<file path="src/rtl/hslrgb_pkg.sv">
// Shared widths, constants and types for the HSL to RGB converter.
package hslrgb_pkg;

    localparam int HUE_W   = 9;
    localparam int PCT_W   = 7;
    localparam int CHAN_W  = 8;
    localparam int CFG_IDX_W = 1;
    localparam int SC_W    = 14;
    localparam int XF_W    = 6;
    localparam int K_W     = 7;
    localparam int LBASE_W = 20;
    localparam int PROD_W  = 22;
    localparam int SUM_W   = 23;
    localparam int NUM_W   = 26;
    localparam int T_W     = 20;
    localparam int RECIP_W = 18;
    localparam int MUL_W   = T_W + RECIP_W;
    localparam int RECIP_SHIFT = 27;
    localparam int PRE_SHIFT   = 6;

    localparam logic [PCT_W-1:0]   SAT_RESET   = 7'd50;
    localparam logic [PCT_W-1:0]   LIGHT_RESET = 7'd80;
    localparam logic [PCT_W-1:0]   PCT_MAX     = 7'd100;
    localparam logic [PCT_W:0]     PCT_HALF_X2 = 8'd100;
    localparam logic [HUE_W-1:0]   HUE_LIMIT   = 9'd360;
    localparam logic [XF_W-1:0]    SECTOR_DEG  = 6'd60;
    localparam logic signed [K_W-1:0] K_HALF   = 7'sd30;
    localparam logic [LBASE_W-1:0] L_SCALE     = 20'd6000;
    localparam logic [NUM_W-1:0]   CHAN_MUL    = 26'd17;
    localparam logic [NUM_W-1:0]   ROUND_BIAS  = 26'd20000;
    localparam logic [RECIP_W-1:0] RECIP_625   = 18'd214749;
    localparam logic [CHAN_W-1:0]  CHAN_MAX    = 8'd255;

    typedef enum logic [CFG_IDX_W-1:0] {
        REG_SAT   = 1'b0,
        REG_LIGHT = 1'b1
    } cfg_reg_e;

    // Hue sector: order of (chroma, second, zero) over red, green, blue
    typedef enum logic [2:0] {
        SEC_RY = 3'd0,
        SEC_YG = 3'd1,
        SEC_GC = 3'd2,
        SEC_CB = 3'd3,
        SEC_BM = 3'd4,
        SEC_MR = 3'd5
    } sector_t;

endpackage

</file>
<file path="src/rtl/hslrgb_if.sv">
// Valid/ready channel interfaces for hue transactions and RGB transactions.
interface hslrgb_hue_if;
    logic                        valid;
    logic                        ready;
    logic [hslrgb_pkg::HUE_W-1:0] hue_deg;

    modport source (output valid, output hue_deg, input ready);
    modport sink   (input valid, input hue_deg, output ready);
endinterface

interface hslrgb_rgb_if;
    logic                         valid;
    logic                         ready;
    logic [hslrgb_pkg::CHAN_W-1:0] red;
    logic [hslrgb_pkg::CHAN_W-1:0] green;
    logic [hslrgb_pkg::CHAN_W-1:0] blue;

    modport source (output valid, output red, output green, output blue, input ready);
    modport sink   (input valid, input red, input green, input blue, output ready);
endinterface

</file>
<file path="src/rtl/hslrgb_chan.sv">
// One colour channel: scaled offset product, rounding sum and reciprocal divide.
module hslrgb_chan (
    input  logic                                  clk,
    input  logic                                  en,
    input  logic [hslrgb_pkg::SC_W-1:0]           sc,
    input  logic signed [hslrgb_pkg::K_W-1:0]     k,
    input  logic [hslrgb_pkg::LBASE_W-1:0]        lbase,
    output logic [hslrgb_pkg::CHAN_W-1:0]         level
);

    localparam int RECIP_SHIFT_L = hslrgb_pkg::RECIP_SHIFT;

    logic signed [hslrgb_pkg::PROD_W-1:0] p_reg;
    logic signed [hslrgb_pkg::PROD_W-1:0] p_next;
    logic [hslrgb_pkg::T_W-1:0]           t_reg;
    logic [hslrgb_pkg::T_W-1:0]           t_next;
    logic signed [hslrgb_pkg::SUM_W-1:0]  v_sum;
    logic [hslrgb_pkg::NUM_W-1:0]         n_val;
    logic [hslrgb_pkg::MUL_W-1:0]         prod;
    logic [hslrgb_pkg::MUL_W-RECIP_SHIFT_L-1:0] q_wide;

    assign p_next = $signed({1'b0, sc}) * k;

    assign v_sum = $signed({3'b000, lbase}) + $signed({p_reg[hslrgb_pkg::PROD_W-1], p_reg});
    assign n_val = {5'b00000, v_sum[20:0]} * hslrgb_pkg::CHAN_MUL + hslrgb_pkg::ROUND_BIAS;
    assign t_next = v_sum[hslrgb_pkg::SUM_W-1] ? '0
                  : n_val[hslrgb_pkg::NUM_W-1:hslrgb_pkg::PRE_SHIFT];

    assign prod   = {{hslrgb_pkg::RECIP_W{1'b0}}, t_reg}
                  * {{hslrgb_pkg::T_W{1'b0}}, hslrgb_pkg::RECIP_625};
    assign q_wide = prod[hslrgb_pkg::MUL_W-1:RECIP_SHIFT_L];
    assign level  = (q_wide > {3'b000, hslrgb_pkg::CHAN_MAX}) ? hslrgb_pkg::CHAN_MAX
                  : q_wide[hslrgb_pkg::CHAN_W-1:0];

    always_ff @(posedge clk)
    begin
        if (en)
        begin
            p_reg <= p_next;
            t_reg <= t_next;
        end
    end

endmodule

</file>
<file path="src/rtl/hsl_to_rgb_converter_top.sv">
// Top level of the HSL to RGB converter: hue pipeline, configuration and output register.
//
// Usage:
//   hue_in  : sink of hue transactions (hue_deg, whole degrees; 360 and above give black).
//   rgb_out : source of RGB transactions (red, green, blue), one per hue, in order.
//   cfg_we/cfg_idx/cfg_data : write saturation (index 0) and lightness (index 1)
//   in percent; values above 100 act as 100. Write only while the block is idle.
// Throughput: one transaction per clock; a hue enters in every cycle that the
// output side accepts or the output register is empty.
// Pipeline: a hue accepted on hue_in goes through hue decode, offset products,
// rounding sum and reciprocal divide into the output register, which drives rgb_out.
// Stall: when rgb_out.ready is low with a result waiting, every stage holds and
// hue_in.ready drops; nothing is lost or repeated.
// Reset: valid bits clear, saturation returns to 50 and lightness to 80.
module hsl_to_rgb_converter_top (
    input  logic                                clk,
    input  logic                                rst_n,
    input  logic                                cfg_we,
    input  logic [hslrgb_pkg::CFG_IDX_W-1:0]    cfg_idx,
    input  logic [hslrgb_pkg::PCT_W-1:0]        cfg_data,
    hslrgb_hue_if.sink                          hue_in,
    hslrgb_rgb_if.source                        rgb_out
);

    logic [hslrgb_pkg::PCT_W-1:0] sat_reg;
    logic [hslrgb_pkg::PCT_W-1:0] light_reg;

    logic en;
    logic v1_reg, v2_reg, v3_reg, out_valid_reg;
    logic black1_reg, black2_reg, black3_reg;

    logic [hslrgb_pkg::PCT_W-1:0]   s_cl, l_cl;
    logic [hslrgb_pkg::PCT_W:0]     l_x2;
    logic [hslrgb_pkg::PCT_W-1:0]   cn;
    logic [hslrgb_pkg::HUE_W-1:0]   rem;
    logic                           odd;
    hslrgb_pkg::sector_t            sector_next;
    logic [hslrgb_pkg::XF_W-1:0]    xf_next;
    logic [hslrgb_pkg::SC_W-1:0]    sc_next;

    hslrgb_pkg::sector_t            sector1_reg;
    logic [hslrgb_pkg::XF_W-1:0]    xf1_reg;
    logic [hslrgb_pkg::SC_W-1:0]    sc1_reg;
    logic [hslrgb_pkg::PCT_W-1:0]   l1_reg;
    logic [hslrgb_pkg::LBASE_W-1:0] lbase2_reg;
    logic [hslrgb_pkg::LBASE_W-1:0] lbase2_next;

    logic signed [hslrgb_pkg::K_W-1:0] kx, kz, k_r, k_g, k_b;
    logic [hslrgb_pkg::CHAN_W-1:0] lev_r, lev_g, lev_b;
    logic [hslrgb_pkg::CHAN_W-1:0] red_reg, green_reg, blue_reg;

    assign en           = !out_valid_reg || rgb_out.ready;
    assign hue_in.ready = en;

    always_ff @(posedge clk or negedge rst_n)
    begin
        if (!rst_n)
        begin
            sat_reg   <= hslrgb_pkg::SAT_RESET;
            light_reg <= hslrgb_pkg::LIGHT_RESET;
        end
        else if (cfg_we)
        begin
            if (cfg_idx == hslrgb_pkg::REG_SAT)
                sat_reg <= cfg_data;
            else
                light_reg <= cfg_data;
        end
    end

    // Decode hue and lightness term
    assign s_cl = (sat_reg > hslrgb_pkg::PCT_MAX) ? hslrgb_pkg::PCT_MAX : sat_reg;
    assign l_cl = (light_reg > hslrgb_pkg::PCT_MAX) ? hslrgb_pkg::PCT_MAX : light_reg;
    assign l_x2 = {l_cl, 1'b0};
    assign cn   = (l_x2 >= hslrgb_pkg::PCT_HALF_X2)
                ? 7'(9'd200 - {1'b0, l_x2})
                : l_x2[hslrgb_pkg::PCT_W-1:0];
    assign sc_next = 14'(s_cl) * 14'(cn);

    always_comb
    begin
        priority if (hue_in.hue_deg < 9'd60)
        begin
            sector_next = hslrgb_pkg::SEC_RY;
            rem         = hue_in.hue_deg;
        end
        else if (hue_in.hue_deg < 9'd120)
        begin
            sector_next = hslrgb_pkg::SEC_YG;
            rem         = hue_in.hue_deg - 9'd60;
        end
        else if (hue_in.hue_deg < 9'd180)
        begin
            sector_next = hslrgb_pkg::SEC_GC;
            rem         = hue_in.hue_deg - 9'd120;
        end
        else if (hue_in.hue_deg < 9'd240)
        begin
            sector_next = hslrgb_pkg::SEC_CB;
            rem         = hue_in.hue_deg - 9'd180;
        end
        else if (hue_in.hue_deg < 9'd300)
        begin
            sector_next = hslrgb_pkg::SEC_BM;
            rem         = hue_in.hue_deg - 9'd240;
        end
        else
        begin
            sector_next = hslrgb_pkg::SEC_MR;
            rem         = hue_in.hue_deg - 9'd300;
        end
    end

    assign odd     = (sector_next == hslrgb_pkg::SEC_YG) || (sector_next == hslrgb_pkg::SEC_CB)
                  || (sector_next == hslrgb_pkg::SEC_MR);
    assign xf_next = odd ? (hslrgb_pkg::SECTOR_DEG - rem[hslrgb_pkg::XF_W-1:0])
                         : rem[hslrgb_pkg::XF_W-1:0];

    // Offset factor per channel: chroma +30, second xf-30, zero -30
    assign kx = $signed({1'b0, xf1_reg}) - hslrgb_pkg::K_HALF;
    assign kz = -hslrgb_pkg::K_HALF;

    always_comb
    begin
        unique case (sector1_reg)
            hslrgb_pkg::SEC_RY: begin k_r = hslrgb_pkg::K_HALF; k_g = kx; k_b = kz; end
            hslrgb_pkg::SEC_YG: begin k_r = kx; k_g = hslrgb_pkg::K_HALF; k_b = kz; end
            hslrgb_pkg::SEC_GC: begin k_r = kz; k_g = hslrgb_pkg::K_HALF; k_b = kx; end
            hslrgb_pkg::SEC_CB: begin k_r = kz; k_g = kx; k_b = hslrgb_pkg::K_HALF; end
            hslrgb_pkg::SEC_BM: begin k_r = kx; k_g = kz; k_b = hslrgb_pkg::K_HALF; end
            default:            begin k_r = hslrgb_pkg::K_HALF; k_g = kz; k_b = kx; end
        endcase
    end

    assign lbase2_next = 20'(l1_reg) * hslrgb_pkg::L_SCALE;

    always_ff @(posedge clk or negedge rst_n)
    begin
        if (!rst_n)
        begin
            v1_reg        <= 1'b0;
            v2_reg        <= 1'b0;
            v3_reg        <= 1'b0;
            out_valid_reg <= 1'b0;
        end
        else if (en)
        begin
            v1_reg        <= hue_in.valid;
            v2_reg        <= v1_reg;
            v3_reg        <= v2_reg;
            out_valid_reg <= v3_reg;
        end
    end

    always_ff @(posedge clk)
    begin
        if (en)
        begin
            sector1_reg <= sector_next;
            xf1_reg     <= xf_next;
            sc1_reg     <= sc_next;
            l1_reg      <= l_cl;
            black1_reg  <= (hue_in.hue_deg >= hslrgb_pkg::HUE_LIMIT);
            lbase2_reg  <= lbase2_next;
            black2_reg  <= black1_reg;
            black3_reg  <= black2_reg;
            red_reg     <= black3_reg ? '0 : lev_r;
            green_reg   <= black3_reg ? '0 : lev_g;
            blue_reg    <= black3_reg ? '0 : lev_b;
        end
    end

    hslrgb_chan u_chan_r (
        .clk   (clk),
        .en    (en),
        .sc    (sc1_reg),
        .k     (k_r),
        .lbase (lbase2_reg),
        .level (lev_r)
    );

    hslrgb_chan u_chan_g (
        .clk   (clk),
        .en    (en),
        .sc    (sc1_reg),
        .k     (k_g),
        .lbase (lbase2_reg),
        .level (lev_g)
    );

    hslrgb_chan u_chan_b (
        .clk   (clk),
        .en    (en),
        .sc    (sc1_reg),
        .k     (k_b),
        .lbase (lbase2_reg),
        .level (lev_b)
    );

    assign rgb_out.valid = out_valid_reg;
    assign rgb_out.red   = red_reg;
    assign rgb_out.green = green_reg;
    assign rgb_out.blue  = blue_reg;

endmodule
</file>
<file path="src/flat_wrapper.sv">
// flat-port wrapper written by rule: the top's interface ports become plain ports
module hsl_to_rgb_converter_top_flat 
  (clk, rst_n, cfg_we, cfg_idx, cfg_data, hue_in_valid, hue_in_hue_deg, hue_in_ready, rgb_out_valid, rgb_out_red, rgb_out_green, rgb_out_blue, rgb_out_ready);
  hslrgb_hue_if hue_in_i ();
  hslrgb_rgb_if rgb_out_i ();
  input  logic clk;
  input  logic rst_n;
  input  logic cfg_we;
  input  logic [hslrgb_pkg::CFG_IDX_W-1:0] cfg_idx;
  input  logic [hslrgb_pkg::PCT_W-1:0] cfg_data;
  input wire logic [$bits(hue_in_i.valid)-1:0] hue_in_valid;
  input wire logic [$bits(hue_in_i.hue_deg)-1:0] hue_in_hue_deg;
  output wire logic [$bits(hue_in_i.ready)-1:0] hue_in_ready;
  output wire logic [$bits(rgb_out_i.valid)-1:0] rgb_out_valid;
  output wire logic [$bits(rgb_out_i.red)-1:0] rgb_out_red;
  output wire logic [$bits(rgb_out_i.green)-1:0] rgb_out_green;
  output wire logic [$bits(rgb_out_i.blue)-1:0] rgb_out_blue;
  input wire logic [$bits(rgb_out_i.ready)-1:0] rgb_out_ready;
  assign hue_in_i.valid = hue_in_valid;
  assign hue_in_i.hue_deg = hue_in_hue_deg;
  assign hue_in_ready = hue_in_i.ready;
  assign rgb_out_valid = rgb_out_i.valid;
  assign rgb_out_red = rgb_out_i.red;
  assign rgb_out_green = rgb_out_i.green;
  assign rgb_out_blue = rgb_out_i.blue;
  assign rgb_out_i.ready = rgb_out_ready;
  hsl_to_rgb_converter_top u_core (.clk(clk), .rst_n(rst_n), .cfg_we(cfg_we), .cfg_idx(cfg_idx), .cfg_data(cfg_data), .hue_in(hue_in_i), .rgb_out(rgb_out_i));
endmodule
</file>
<file path="config.mk">
export PLATFORM = sky130hd
export DESIGN_NAME = hsl_to_rgb_converter_top_flat
export DESIGN_NICKNAME = d
export VERILOG_FILES = /design/src/rtl/hslrgb_pkg.sv /design/src/rtl/hslrgb_if.sv /design/src/rtl/hslrgb_chan.sv /design/src/rtl/hsl_to_rgb_converter_top.sv /design/src/flat_wrapper.sv
export SDC_FILE = /design/constraint.sdc
export NUM_CORES = 2
export LEC_CHECK = 0
export ABC_AREA = 0
export BUFFER_PORTS_ARGS = -buffer_cell sky130_fd_sc_hd__buf_4
export CAP_MARGIN = 20
export CORE_MARGIN = 4
export CORE_UTILIZATION = 60
export DETAILED_ROUTE_END_ITERATION = 8
export GPL_TIMING_DRIVEN = 0
export PLACE_DENSITY = 0.79
export SLEW_MARGIN = 20
export SYNTH_ARGS = -nofsm -noshare
export SYNTH_HDL_FRONTEND = slang
export SYNTH_SLANG_ARGS = --single-unit
</file>
<file path="constraint.sdc">
create_clock -name clk -period 8.3 [get_ports clk]
set_input_delay 1.66 -clock clk [delete_from_list [all_inputs] [get_ports clk]]
set_output_delay 1.66 -clock clk [all_outputs]
set_load 0.05 [all_outputs]
</file>
==> metrics <==
status finished clean; 1st-pass router iterations 7; Setup TNS 0 ns; Post-CTS Setup Inserts 0; initial antenna violation count 2; Yosys top cell area share 0.284; post-synthesis adder-cell area fraction 0.528; CP required 8.63 ns; largest area contributor in the netlist fa_1; Final Slew Violations 0; Critical Path Fanout Max 10; clk sinks 213; CP endpoint kind flop; Final #Nets between 6k and 7k; global-route wire length before repair 158,000 um; compound-gate portion of the synthesized area 0.0809; Die H ~280 um; die width around 280 um; Post-synth top flop edfxtp_1; fmax about 0.15 GHz; share of cells above drive strength 1 0.0420; CP startpoint kind flop; critical path class flop to flop; placed insts approximately 5.7k; Register-to-Register Path Depth 21; hold_sp u_core.black1_reg; final std cells w/o fill between 5k and 6k; mux cell area share after synthesis 0.00647; Final ANT Viol Nets 0; CTS tree done; final hold vios 0; Worst R2R Start u_core.sector1_reg[0]; Mapped Area 45,000 um^2; CTS Hold Bufs 0; busiest grt layer met2; unrepaired setup endpoints after global routing no; gr usage total 0.244; post-layout util 0.639; I/O Buffers between 40 and 50; Routed WL 93,800 um; Cells after Synth about 4.6k; register area share after synthesis 0.140; vias in the first global route 33.1k; gpl congestion around 0.95; Placeable Area between 70,000 and 80,000 um^2; GR Util met1 0.322; most frequent cells in the layout inv_1, ha_1, fa_1; post-synthesis async set-or-reset flop share 0.0845; main combinational cell family by area after synthesis adder cells; Post-synth EDFFs around 200; Clock Skew between 0.04 and 0.05 ns; CTS max path bufs 3; DRT iter0 DRCs around 1.8k; WHS Path Cells 0; Reg-to-Reg End u_core.u_chan_b.p_reg[20]; max-capacitance violation count 0; Row Count 100; WHS Endpoint u_core.black2_reg; register bit total from synthesis 213; relative slew slack 0.367; Post-Syn Area per Cell 9.70 um^2; Initial Util 0.605; wire length per cell roughly 16 um; Hold WC Path Type flop to flop; DP Wirelength just over 80,000 um; final critical-path required period ~7 ns; clk_lat worst skew ~0.61 ns; Synth-to-Final Area Change 5.66%; I/O pin cnt 48; GR Layer Usage met2 0.419; fill count between 5k and 6k; grt ovf 0; setup violators final 0; CTS resizes 0; Worst-path clk slew about 0.06 ns; vias per inst around 5.5; yosys warns 0; Die ar. around 79,000 um^2; # H-tree levels 1; most common cell after layout, fill and taps aside inv_1; largest net degree at the start of global routing between 50 and 60; Syn Nets just over 6k; CTS Root Cell clkbuf_16; flop-to-flop setup slack 1.48 ns; Post-Synth Simple-Gate Area 0.0979; routed vias 31.4k; DRC viols 0; Worst Max-Slew Pin Slew around 0.94 ns; met3 Use GR 0.0353; Area contributors post-synth fa_1, ha_1, edfxtp_1; TritonCTS buffer count 28; final period utilization 0.822; xor/xnor share of the synthesized area 0.0389; Netlist cell types 93; Worst Path Arrival approximately 7.2 ns
[cells by family after synthesis]
group | count (synthesis)
AOI/OAI and AO/OA | 530
xor gates and xnor gates | 200
adders and majority gates | 1519
buffers and inverters | 1284
DFF | 213
muxes | 26
and+or+nand+nor | 872
[Yosys cell counts (6+ instances only)]
cell type	number
inv_1	1210
ha_1	881
fa_1	638
nand2_1	203
edfxtp_1	195
nor2_1	188
a21oi_1	158
and2_1	140
xnor2_1	125
xor2_1	75
clkbuf_1	67
o21ai_0	67
a21o_1	62
and3_1	62
nor3_1	61
nand3_1	53
nand2b_1	36
or2_2	36
nor2b_1	30
o21a_1	27
o21bai_1	27
a31oi_1	25
mux2_2	22
a211oi_1	19
o211ai_1	19
or3_1	18
dfrtp_1	13
a211o_1	12
nand4_1	12
o31ai_1	11
o21ai_1	8
a221o_1	7
nor3b_1	7
a21boi_0	6
a21oi_2	6
buf_2	6
o31a_1	6
[layout make-up]
| type | instances | area [um^2] | share of cell area |
|---|---|---|---|
| antenna | 1 | 2.50 | 0.0000526 |
| buffer | 74 | 285 | 0.00600 |
| clock buffer | 32 | 716 | 0.0150 |
| clock inverter | 17 | 163 | 0.00342 |
| inverter | 1210 | 4540 | 0.0955 |
| multi-input combinational | 3147 | 33900 | 0.712 |
| sequential | 213 | 6310 | 0.133 |
| tap | 969 | 1210 | 0.0255 |
| timing repair buffer | 49 | 448 | 0.00941 |
[metal layers]
layer	wire, um	vias up	part of all wire
met1	40200	15353	0.43
li1	-	15040	-
met3	5230	190	0.056
met4	3500	0	0.037
met2	44900	770	0.48
met5	0	-	0
[through the flow]
step | cell area, um^2 | hold slack, ns | setup slack, ns
6_report | 47600 | 0.433 | 1.48
5_1_grt | 47600 | 0.436 | 1.10
3_3_place_gp | 46600 | 0.405 | 0.695
3_5_place_dp | 46700 | 0.416 | 1.76
4_1_cts | 47600 | 0.433 | 1.67
2_1_floorplan | 45000 | 0.400 | 2.28
[critical path, stage by stage, from the launching register on]
cell and delay, ns:
edfxtp_1 0.31, clkbuf_1 0.35, mux2_2 0.48, a21oi_1 0.51
clkbuf_1 0.48, nand2_1 0.16, fa_1 0.56, inv_1 0.05
fa_1 0.45, fa_1 0.50, inv_1 0.05, fa_1 0.47
inv_1 0.04, ha_1 0.32, a21oi_1 0.27, o21bai_1 0.13
a211oi_1 0.42, o31ai_1 0.16, o21bai_1 0.33, o211ai_1 0.16
a21oi_1 0.20, xnor2_1 0.14
[worst max path at each step]
stage                               from                        end  slack, ns  depth (start not counted)
3_3_place_gp               rgb_out_ready               hue_in_ready       0.70                          3
3_5_place_dp   u_core.u_chan_g.t_reg[15]    u_core.rgb_out.green[6]       1.76                         20
2_1_floorplan              rgb_out_ready               hue_in_ready       2.28                          1
6_report           u_core.sector1_reg[0]  u_core.u_chan_b.p_reg[20]       1.48                         21
4_1_cts            u_core.sector1_reg[0]  u_core.u_chan_b.p_reg[20]       1.67                         21
5_1_grt                u_core.xf1_reg[1]  u_core.u_chan_r.p_reg[20]       1.10                         23
Power is left out: the tool's default activity adds up to more than one toggle a clock period on the data nets, which glitch-free logic cannot reach.
